### src/design/dmx_pkg.sv
// Shared types and constants for the surround-to-stereo downmix block.
package dmx_pkg;

  localparam int NUM_CHAN   = 8;
  localparam int WORD_W     = 24;
  localparam int SAMP_W     = 16;
  localparam int PRE_W      = 32;
  localparam int GAIN_W     = 16;
  localparam int PROD_W     = PRE_W + GAIN_W + 1;
  localparam int MIX_SHIFT  = 27;
  localparam int COPY_SHIFT = 15;

  // Q15 mix coefficients: 0.2929 on front and back, 0.2071 on center and LFE.
  localparam logic [14:0] COEF_FB = 15'd9598;
  localparam logic [14:0] COEF_CL = 15'd6786;

  // Word format codes; the unused code behaves as 16-bit signed.
  localparam logic [1:0] MODE_U8  = 2'd0;
  localparam logic [1:0] MODE_S16 = 2'd1;
  localparam logic [1:0] MODE_S24 = 2'd2;

  // Configuration register indexes.
  localparam logic [1:0] CFG_IDX_MODE  = 2'd0;
  localparam logic [1:0] CFG_IDX_COUNT = 2'd1;
  localparam logic [1:0] CFG_IDX_GAIN  = 2'd2;

  localparam logic [1:0]  RST_MODE  = MODE_S16;
  localparam logic [3:0]  RST_COUNT = 4'd2;
  localparam logic [15:0] RST_GAIN  = 16'd4096;

  typedef struct packed {
    logic signed [SAMP_W-1:0] samp;
    logic [SAMP_W-1:0]        mag;
  } lane_t;

  typedef struct packed {
    logic signed [PRE_W-1:0] pre_l;
    logic signed [PRE_W-1:0] pre_r;
    logic [SAMP_W-1:0]       peak;
    logic                    last;
  } mix_t;

endpackage

### src/design/surround_to_stereo_downmix_gain_top.sv
// Top level of the surround-to-stereo downmix with gain and buffer peak tracking.
// One frame of up to eight channel words goes in per item and one stereo result
// comes out. Eight lanes normalize the channels side by side as the frame is
// taken; a merge stage then forms the peak and the coefficient products, a
// second merge stage the stereo sums, and the gain unit multiplies and then
// truncates and saturates into the output register. An item moves from the lane
// registers through the product, sum and gain product registers to the output
// register, and a new frame is taken in the cycle after the previous one has
// reached it, so only one frame is in flight at a time. The running peak is
// cleared after a frame marked as the end of a buffer. Configuration registers
// may be written at any time the block is idle; the write port is always ready.
module surround_to_stereo_downmix_gain_top
  import dmx_pkg::*;
#(
  parameter int MAX_CHANNELS = 8
) (
  input  logic                     clk,
  input  logic                     rst_n,
  input  logic                     in_valid,
  output logic                     in_stall,
  input  logic [WORD_W-1:0]        in_chan0_word,
  input  logic [WORD_W-1:0]        in_chan1_word,
  input  logic [WORD_W-1:0]        in_chan2_word,
  input  logic [WORD_W-1:0]        in_chan3_word,
  input  logic [WORD_W-1:0]        in_chan4_word,
  input  logic [WORD_W-1:0]        in_chan5_word,
  input  logic [WORD_W-1:0]        in_chan6_word,
  input  logic [WORD_W-1:0]        in_chan7_word,
  input  logic                     in_buffer_end,
  output logic                     out_valid,
  input  logic                     out_stall,
  output logic signed [SAMP_W-1:0] out_left_out,
  output logic signed [SAMP_W-1:0] out_right_out,
  output logic [SAMP_W-1:0]        out_buffer_peak,
  output logic                     out_peak_final,
  input  logic                     cfg_valid,
  output logic                     cfg_ready,
  input  logic [1:0]               cfg_index,
  input  logic [15:0]              cfg_data
);

  localparam logic [3:0] MAX_CNT = 4'(MAX_CHANNELS);

  logic [1:0]        cfg_mode_r;
  logic [3:0]        cfg_count_r;
  logic [GAIN_W-1:0] cfg_gain_r;
  logic [3:0]        n_eff;
  logic              in_acc, busy, hold, ld_out;
  logic              v1_r, v2_r, v3_r, v4_r, out_valid_r;
  logic              v4_nxt, out_valid_nxt;
  logic [WORD_W-1:0] words [NUM_CHAN];
  lane_t             lane_c [NUM_CHAN];
  lane_t             lane_r [NUM_CHAN];
  logic              last_r, downmix_r, mono_r;
  mix_t              mix;

  assign cfg_ready = 1'b1;

  always_ff @(posedge clk) begin
    if (!rst_n) begin
      cfg_mode_r  <= RST_MODE;
      cfg_count_r <= RST_COUNT;
      cfg_gain_r  <= RST_GAIN;
    end else if (cfg_valid && cfg_ready) begin
      unique case (cfg_index)
        CFG_IDX_MODE:  cfg_mode_r  <= cfg_data[1:0];
        CFG_IDX_COUNT: cfg_count_r <= cfg_data[3:0];
        CFG_IDX_GAIN:  cfg_gain_r  <= cfg_data;
        default: ;
      endcase
    end
  end

  // A count of zero means mono; counts above the lane limit are clamped.
  always_comb begin
    priority if (cfg_count_r == 4'd0) begin
      n_eff = 4'd1;
    end else if (cfg_count_r > MAX_CNT) begin
      n_eff = MAX_CNT;
    end else begin
      n_eff = cfg_count_r;
    end
  end

  assign words[0] = in_chan0_word;
  assign words[1] = in_chan1_word;
  assign words[2] = in_chan2_word;
  assign words[3] = in_chan3_word;
  assign words[4] = in_chan4_word;
  assign words[5] = in_chan5_word;
  assign words[6] = in_chan6_word;
  assign words[7] = in_chan7_word;

  for (genvar g = 0; g < NUM_CHAN; g++) begin : g_lane
    dmx_lane u_lane (
      .word (words[g]),
      .mode (cfg_mode_r),
      .used (4'(g) < n_eff),
      .lane (lane_c[g])
    );
  end

  // Only one item is in flight between acceptance and the output register.
  assign busy     = v1_r | v2_r | v3_r | v4_r;
  assign in_stall = busy;
  assign in_acc   = in_valid & ~in_stall;
  assign hold     = out_valid_r & out_stall;
  assign ld_out   = v4_r & ~hold;
  assign v4_nxt   = v3_r | (v4_r & hold);

  always_comb begin
    if (ld_out) begin
      out_valid_nxt = 1'b1;
    end else if (out_valid_r && !out_stall) begin
      out_valid_nxt = 1'b0;
    end else begin
      out_valid_nxt = out_valid_r;
    end
  end

  always_ff @(posedge clk) begin
    if (!rst_n) begin
      v1_r        <= 1'b0;
      v2_r        <= 1'b0;
      v3_r        <= 1'b0;
      v4_r        <= 1'b0;
      out_valid_r <= 1'b0;
    end else begin
      v1_r        <= in_acc;
      v2_r        <= v1_r;
      v3_r        <= v2_r;
      v4_r        <= v4_nxt;
      out_valid_r <= out_valid_nxt;
    end
  end

  always_ff @(posedge clk) begin
    if (in_acc) begin
      lane_r    <= lane_c;
      last_r    <= in_buffer_end;
      downmix_r <= (n_eff >= 4'd6);
      mono_r    <= (n_eff == 4'd1);
    end
  end

  dmx_merge u_merge (
    .clk     (clk),
    .rst_n   (rst_n),
    .ld_prod (v1_r),
    .ld_sum  (v2_r),
    .lanes   (lane_r),
    .downmix (downmix_r),
    .mono    (mono_r),
    .last    (last_r),
    .mix     (mix)
  );

  dmx_gain u_gain (
    .clk         (clk),
    .ld_mul      (v3_r),
    .ld_out      (ld_out),
    .gain        (cfg_gain_r),
    .mix         (mix),
    .left_out    (out_left_out),
    .right_out   (out_right_out),
    .buffer_peak (out_buffer_peak),
    .peak_final  (out_peak_final)
  );

  assign out_valid = out_valid_r;

endmodule

### src/design/dmx_lane.sv
// One channel lane: normalizes a raw word to a 16-bit sample and its magnitude.
module dmx_lane
  import dmx_pkg::*;
(
  input  logic [WORD_W-1:0] word,
  input  logic [1:0]        mode,
  input  logic              used,
  output lane_t             lane
);

  logic signed [SAMP_W-1:0] samp;
  logic signed [SAMP_W:0]   samp_ext;
  logic [SAMP_W:0]          abs_ext;

  always_comb begin
    unique case (mode)
      // Offset binary byte: flipping the top bit subtracts 128.
      MODE_U8:  samp = {~word[7], word[6:0], 8'h00};
      MODE_S24: samp = word[23:8];
      MODE_S16: samp = word[15:0];
      default:  samp = word[15:0];
    endcase
  end

  assign samp_ext = {samp[SAMP_W-1], samp};
  assign abs_ext  = samp_ext[SAMP_W] ? 17'(-samp_ext) : 17'(samp_ext);

  assign lane.samp = samp;
  // Unused channels contribute nothing to the peak.
  assign lane.mag  = used ? abs_ext[SAMP_W-1:0] : '0;

endmodule

### src/design/dmx_merge.sv
// Merge stages: peak over all lanes, coefficient products and the stereo sums.
module dmx_merge
  import dmx_pkg::*;
(
  input  logic  clk,
  input  logic  rst_n,
  input  logic  ld_prod,
  input  logic  ld_sum,
  input  lane_t lanes [NUM_CHAN],
  input  logic  downmix,
  input  logic  mono,
  input  logic  last,
  output mix_t  mix
);

  logic signed [PRE_W-1:0]  prod_fl_r, prod_fr_r, prod_c_r;
  logic signed [SAMP_W-1:0] copy_l_r, copy_r_r;
  logic                     downmix_r, last_r;
  logic [SAMP_W-1:0]        peak_r;
  logic [SAMP_W-1:0]        running_peak_r, running_peak_nxt;
  logic [SAMP_W-1:0]        peak_nxt;
  logic signed [SAMP_W:0]   sum_l, sum_r, sum_c;
  mix_t                     mix_r, mix_nxt;

  always_comb begin
    peak_nxt = running_peak_r;
    for (int i = 0; i < NUM_CHAN; i++) begin
      if (lanes[i].mag > peak_nxt) begin
        peak_nxt = lanes[i].mag;
      end
    end
    running_peak_nxt = last ? '0 : peak_nxt;
  end

  assign sum_l = 17'(lanes[0].samp) + 17'(lanes[4].samp);
  assign sum_r = 17'(lanes[1].samp) + 17'(lanes[5].samp);
  assign sum_c = 17'(lanes[2].samp) + 17'(lanes[3].samp);

  always_ff @(posedge clk) begin
    if (!rst_n) begin
      running_peak_r <= '0;
    end else if (ld_prod) begin
      running_peak_r <= running_peak_nxt;
    end
  end

  always_ff @(posedge clk) begin
    if (ld_prod) begin
      prod_fl_r <= PRE_W'(sum_l) * $signed(PRE_W'(COEF_FB));
      prod_fr_r <= PRE_W'(sum_r) * $signed(PRE_W'(COEF_FB));
      prod_c_r  <= PRE_W'(sum_c) * $signed(PRE_W'(COEF_CL));
      copy_l_r  <= lanes[0].samp;
      copy_r_r  <= mono ? lanes[0].samp : lanes[1].samp;
      downmix_r <= downmix;
      peak_r    <= peak_nxt;
      last_r    <= last;
    end
  end

  // A copied sample is moved up to Q15 so both paths share one gain shift.
  always_comb begin
    if (downmix_r) begin
      mix_nxt.pre_l = prod_fl_r + prod_c_r;
      mix_nxt.pre_r = prod_fr_r + prod_c_r;
    end else begin
      mix_nxt.pre_l = {copy_l_r[SAMP_W-1], copy_l_r, COPY_SHIFT'(0)};
      mix_nxt.pre_r = {copy_r_r[SAMP_W-1], copy_r_r, COPY_SHIFT'(0)};
    end
    mix_nxt.peak = peak_r;
    mix_nxt.last = last_r;
  end

  always_ff @(posedge clk) begin
    if (ld_sum) begin
      mix_r <= mix_nxt;
    end
  end

  assign mix = mix_r;

endmodule

### src/design/dmx_gain.sv
// Gain stages: multiply by the Q4.12 gain, truncate toward zero and saturate.
module dmx_gain
  import dmx_pkg::*;
(
  input  logic                     clk,
  input  logic                     ld_mul,
  input  logic                     ld_out,
  input  logic [GAIN_W-1:0]        gain,
  input  mix_t                     mix,
  output logic signed [SAMP_W-1:0] left_out,
  output logic signed [SAMP_W-1:0] right_out,
  output logic [SAMP_W-1:0]        buffer_peak,
  output logic                     peak_final
);

  localparam logic signed [PROD_W-1:0] ROUND_ADJ = PROD_W'((64'd1 << MIX_SHIFT) - 64'd1);
  localparam logic signed [PROD_W-1:0] SAT_MAX   = PROD_W'(32767);
  localparam logic signed [PROD_W-1:0] SAT_MIN   = -PROD_W'(32768);

  logic signed [PROD_W-1:0] prod_l_r, prod_r_r;
  logic [SAMP_W-1:0]        peak_r;
  logic                     last_r;
  logic signed [SAMP_W-1:0] left_r, right_r;
  logic [SAMP_W-1:0]        buffer_peak_r;
  logic                     peak_final_r;
  logic signed [SAMP_W-1:0] left_nxt, right_nxt;
  logic signed [GAIN_W:0]   gain_s;

  assign gain_s = {1'b0, gain};

  function automatic logic signed [SAMP_W-1:0] scale_sat(input logic signed [PROD_W-1:0] p);
    logic signed [PROD_W-1:0] q;
    logic signed [SAMP_W-1:0] res;
    // Biasing negative values makes the arithmetic shift truncate toward zero.
    q = (p[PROD_W-1] ? p + ROUND_ADJ : p) >>> MIX_SHIFT;
    if (q > SAT_MAX) begin
      res = 16'sh7FFF;
    end else if (q < SAT_MIN) begin
      res = 16'sh8000;
    end else begin
      res = q[SAMP_W-1:0];
    end
    return res;
  endfunction

  assign left_nxt  = scale_sat(prod_l_r);
  assign right_nxt = scale_sat(prod_r_r);

  always_ff @(posedge clk) begin
    if (ld_mul) begin
      prod_l_r <= PROD_W'(mix.pre_l) * PROD_W'(gain_s);
      prod_r_r <= PROD_W'(mix.pre_r) * PROD_W'(gain_s);
      peak_r   <= mix.peak;
      last_r   <= mix.last;
    end
  end

  always_ff @(posedge clk) begin
    if (ld_out) begin
      left_r        <= left_nxt;
      right_r       <= right_nxt;
      buffer_peak_r <= peak_r;
      peak_final_r  <= last_r;
    end
  end

  assign left_out    = left_r;
  assign right_out   = right_r;
  assign buffer_peak = buffer_peak_r;
  assign peak_final  = peak_final_r;

endmodule

### config.mk
export PLATFORM = sky130hd
export DESIGN_NAME = surround_to_stereo_downmix_gain_top
export DESIGN_NICKNAME = d
export VERILOG_FILES = /design/src/design/dmx_pkg.sv /design/src/design/surround_to_stereo_downmix_gain_top.sv /design/src/design/dmx_lane.sv /design/src/design/dmx_merge.sv /design/src/design/dmx_gain.sv
export SDC_FILE = /design/constraint.sdc
export NUM_CORES = 2
export LEC_CHECK = 0
export BUFFER_PORTS_ARGS = -buffer_cell sky130_fd_sc_hd__buf_2
export CORE_MARGIN = 3
export CORE_UTILIZATION = 55
export CTS_CLUSTER_SIZE = 25
export DETAILED_ROUTE_END_ITERATION = 12
export GPL_ROUTABILITY_DRIVEN = 0
export PLACE_DENSITY = 0.75
export SLEW_MARGIN = 25
export SYNTH_ARGS = -nofsm -noshare
export SYNTH_HDL_FRONTEND = slang
export SYNTH_SLANG_ARGS = --single-unit
### constraint.sdc
create_clock -name clk -period 35.1 [get_ports clk]
set_input_delay 7.02 -clock clk [delete_from_list [all_inputs] [get_ports clk]]
set_output_delay 7.02 -clock clk [all_outputs]
set_load 0.02 [all_outputs]
==> flow_metrics.env <==
export IMPL_status="finished clean"
export IMPL_yosysTopAreaCell="fa_1"
export IMPL_synth_top_area_share_pct=29.6
export IMPL_vias=59514
export IMPL_cts_resized=0
export IMPL_post_cts_buffers=0
export IMPL_final_cell_mix="inv_1 (1,768), fa_1 (1,220), nand2_1 (827), ha_1 (735), edfxtp_1 (610)"
export IMPL_critPathKind="reg -> reg"
export IMPL_r2r_end="u_merge.running_peak_r[0]"
export IMPL_layout_drive_gt1_share_pct=7.07
export IMPL_grt_pass1_wl_mm=332
export IMPL_grtUsageMet3_pct=4.29
export IMPL_whs_ns=0.405
export IMPL_dp_hpwl_mm=163
export IMPL_grt_busiest_layer="met2"
export IMPL_multi_input_area_um2=55600
export IMPL_viasPerCell=5.64
export IMPL_worstPathRequired_ns=35.67
export IMPL_startpoint_type="register"
export IMPL_wl_per_cell_um=19.6
export IMPL_hold_viol=0
export IMPL_cp_slowest_cell="a22oi_1"
export IMPL_hold_buffers=0
export IMPL_async_flop_share_pct=0
export IMPL_nets=10652
export IMPL_antenna_found_initial=5
export IMPL_die_w_um=393
export IMPL_hp_start="u_gain.peak_r[7]"
export IMPL_yosysSeqAreaShare_pct=23.3
export IMPL_cts_tree="done"
export IMPL_pin_count=268
export IMPL_post_route_period_util_pct=64.3
export IMPL_syn_inst=8330
export IMPL_drtAntennaViolNets=0
export IMPL_postSynthAreaPerCell_um2=9.89
export IMPL_seqCellArea_um2=19200
export IMPL_routed_wirelength_mm=207
export IMPL_reg2regPathDepth=100
export IMPL_initial_core_util_pct=55.6
export IMPL_grt_util_met2_pct=45.8
export IMPL_clk_pin_slew_worst_paths_ns=0.06
export IMPL_finalMaxSlewViolations=0
export IMPL_relSlewSlack_pct=24.6
export IMPL_synth_edff_count=610
export IMPL_synth_cell_types=91
export IMPL_cts_buffers_inserted=77
export IMPL_ys_warnings_count=0
export IMPL_grt_max_degree=168
export IMPL_end_kind="register"
export IMPL_drtPass1Iterations=6
export IMPL_reg2reg_slack_ns=12.54
export IMPL_io_buffers=266
export IMPL_cp_max_fo=28
export IMPL_syn_area_um2=82400
export IMPL_grtUsageTotal_pct=27.5
export IMPL_crit_path_frequent_cell="a21o_1"
export IMPL_arrival_ns=23.13
export IMPL_mostFrequentLayoutCell="inv_1"
export IMPL_cts_root_buf="clkbuf_16"
export IMPL_rsz0062_at_grt="no"
export IMPL_final_util_pct=59.6
export IMPL_die_h_um=393
export IMPL_hold_path_cell_count=0
export IMPL_fin_skew_ns=0.0389
export IMPL_coreArea_um2=148000
export IMPL_layout_min_cycle_time_ns=22.56
export IMPL_htreeDepth=3
export IMPL_cts_buffer_depth=3
export IMPL_drv_cap=0
export IMPL_drc=0
export IMPL_synth_seq_cells=653
export IMPL_rows=141
export IMPL_dr_first_iter_drc_count=4873
export IMPL_tns_ns=0
export IMPL_hp_class="reg -> reg"
export IMPL_syn_nets=10501
export IMPL_clock_latency_ns=0.69
export IMPL_tightestPinTransition_ns=1.12
export IMPL_setup_viol=0
export IMPL_fmax_mhz=44.3
export IMPL_yosys_top_cells_area="fa_1 (30%), edfxtp_1 (22%), ha_1 (11%)"
export IMPL_r2r_start="lane_r[239]"
export IMPL_use_met1_pct=35.8
export IMPL_nFillCells=12185
export IMPL_synth_main_ff_cell="edfxtp_1"
export IMPL_dieArea_um2=155000
export IMPL_area_growth_pct=7.35
export IMPL_min_to="u_gain.buffer_peak[7]"
export IMPL_max_stage_delay_ns=0.76
export IMPL_overflow=0
export IMPL_cts_num_sinks=653
export IMPL_grt_pass1_vias=62312
==> critical path, delay by kind of cell, from the launching register on <==
family,cells,cell delay (ns)
fa+ha+maj,8,2.44
flops,1,0.42
simple gates,28,4.75
buf+inv,10,1.36
compound gates,46,11.14
mux,8,2.33
==> state kept, by name, indices dropped and copies added (netlist names), 30 cells and up <==
register           count
u_gain.prod_r_r       48
u_merge.prod_c_r      30
lane_r               224
u_gain.prod_l_r       48
u_merge.prod_fr_r     31
u_merge.prod_fl_r     31
u_merge.mix           79
==> worst max path at each step <==
stage / startpoint / end / slack (ns) / cells past startpoint
after floorplan: lane_r[239] / u_merge.peak_r[10] / 15.12 / 103
after detailed placement: lane_r[239] / u_merge.running_peak_r[0] / 12.78 / 100
after global routing: u_merge.running_peak_r[15] / u_merge.running_peak_r[0] / 11.25 / 101
after global placement: lane_r[239] / u_merge.running_peak_r[1] / 13.65 / 102
after CTS: lane_r[239] / u_merge.running_peak_r[0] / 12.60 / 100
final: lane_r[239] / u_merge.running_peak_r[0] / 12.54 / 100
==> cells in the mapped netlist (8+ instances only) <==
| master | count |
|---|---|
| o211ai_1 | 12 |
| and2_1 | 407 |
| ha_1 | 735 |
| or3_1 | 30 |
| nand3_1 | 74 |
| a41oi_1 | 9 |
| nand4_1 | 42 |
| xnor2_1 | 323 |
| xor2_1 | 91 |
| o21ai_0 | 206 |
| dfxtp_1 | 43 |
| clkbuf_1 | 246 |
| a31oi_1 | 32 |
| or2_2 | 13 |
| nor2b_1 | 45 |
| buf_1 | 22 |
| o21ai_1 | 27 |
| a21o_1 | 69 |
| edfxtp_1 | 610 |
| a211oi_1 | 24 |
| a21boi_0 | 42 |
| nor4_1 | 31 |
| a211o_1 | 8 |
| inv_1 | 1769 |
| o21a_1 | 31 |
| a21oi_1 | 311 |
| nand3b_1 | 8 |
| fa_1 | 1220 |
| a22oi_1 | 70 |
| o31ai_1 | 23 |
| o21bai_1 | 57 |
| o41ai_1 | 14 |
| a22o_1 | 11 |
| mux2_2 | 85 |
| nor3b_1 | 10 |
| nor3_1 | 92 |
| nand2_1 | 827 |
| nor2_1 | 373 |
| and3_1 | 25 |
| nand2b_1 | 33 |
| mux2i_1 | 134 |
==> area by class of cell <==
type,count,share of cell area (%)
Clock inverter,54,0.667
Multi-Input combinational cell,5634,62.9
Inverter,1772,7.52
Sequential cell,653,21.7
Clock buffer,88,2.22
Tap cell,2002,2.83
Antenna cell,7,0.0198
Timing Repair Buffer,343,2.17
==> through the flow <==
| step | area, µm² | worst slack [ns] | std cells |
|---|---|---|---|
| 4_1_cts | 88400 | 12.60 | 10546 |
| 3_3_place_gp | 85900 | 13.65 | 10404 |
| 2_1_floorplan | 82400 | 15.12 | 8330 |
| 6_report | 88500 | 12.54 | 10553 |
| 3_5_place_dp | 85900 | 12.78 | 10404 |
| 5_1_grt | 88500 | 11.25 | 10546 |
==> per-layer routing <==
layer	wire [µm]	part of all wire, %
met5	22	0.011
met1	81700	39
met3	16200	7.8
met4	9610	4.6
met2	99700	48
==> cells by family after synthesis <==
logic type      Yosys count  synth area share (%)
xor+xnor                414                  4.40
compound gates         1007                  7.70
simple gates           2033                  11.6
buf+inv                2043                  9.32
other cells               1               0.00455
flops                   653                  23.3
mux                     222                  2.85
fa+ha+maj              1957                  40.8
Power is not shown: default switching activity piles up to over one toggle a cycle in this logic, so the estimate is an artifact.
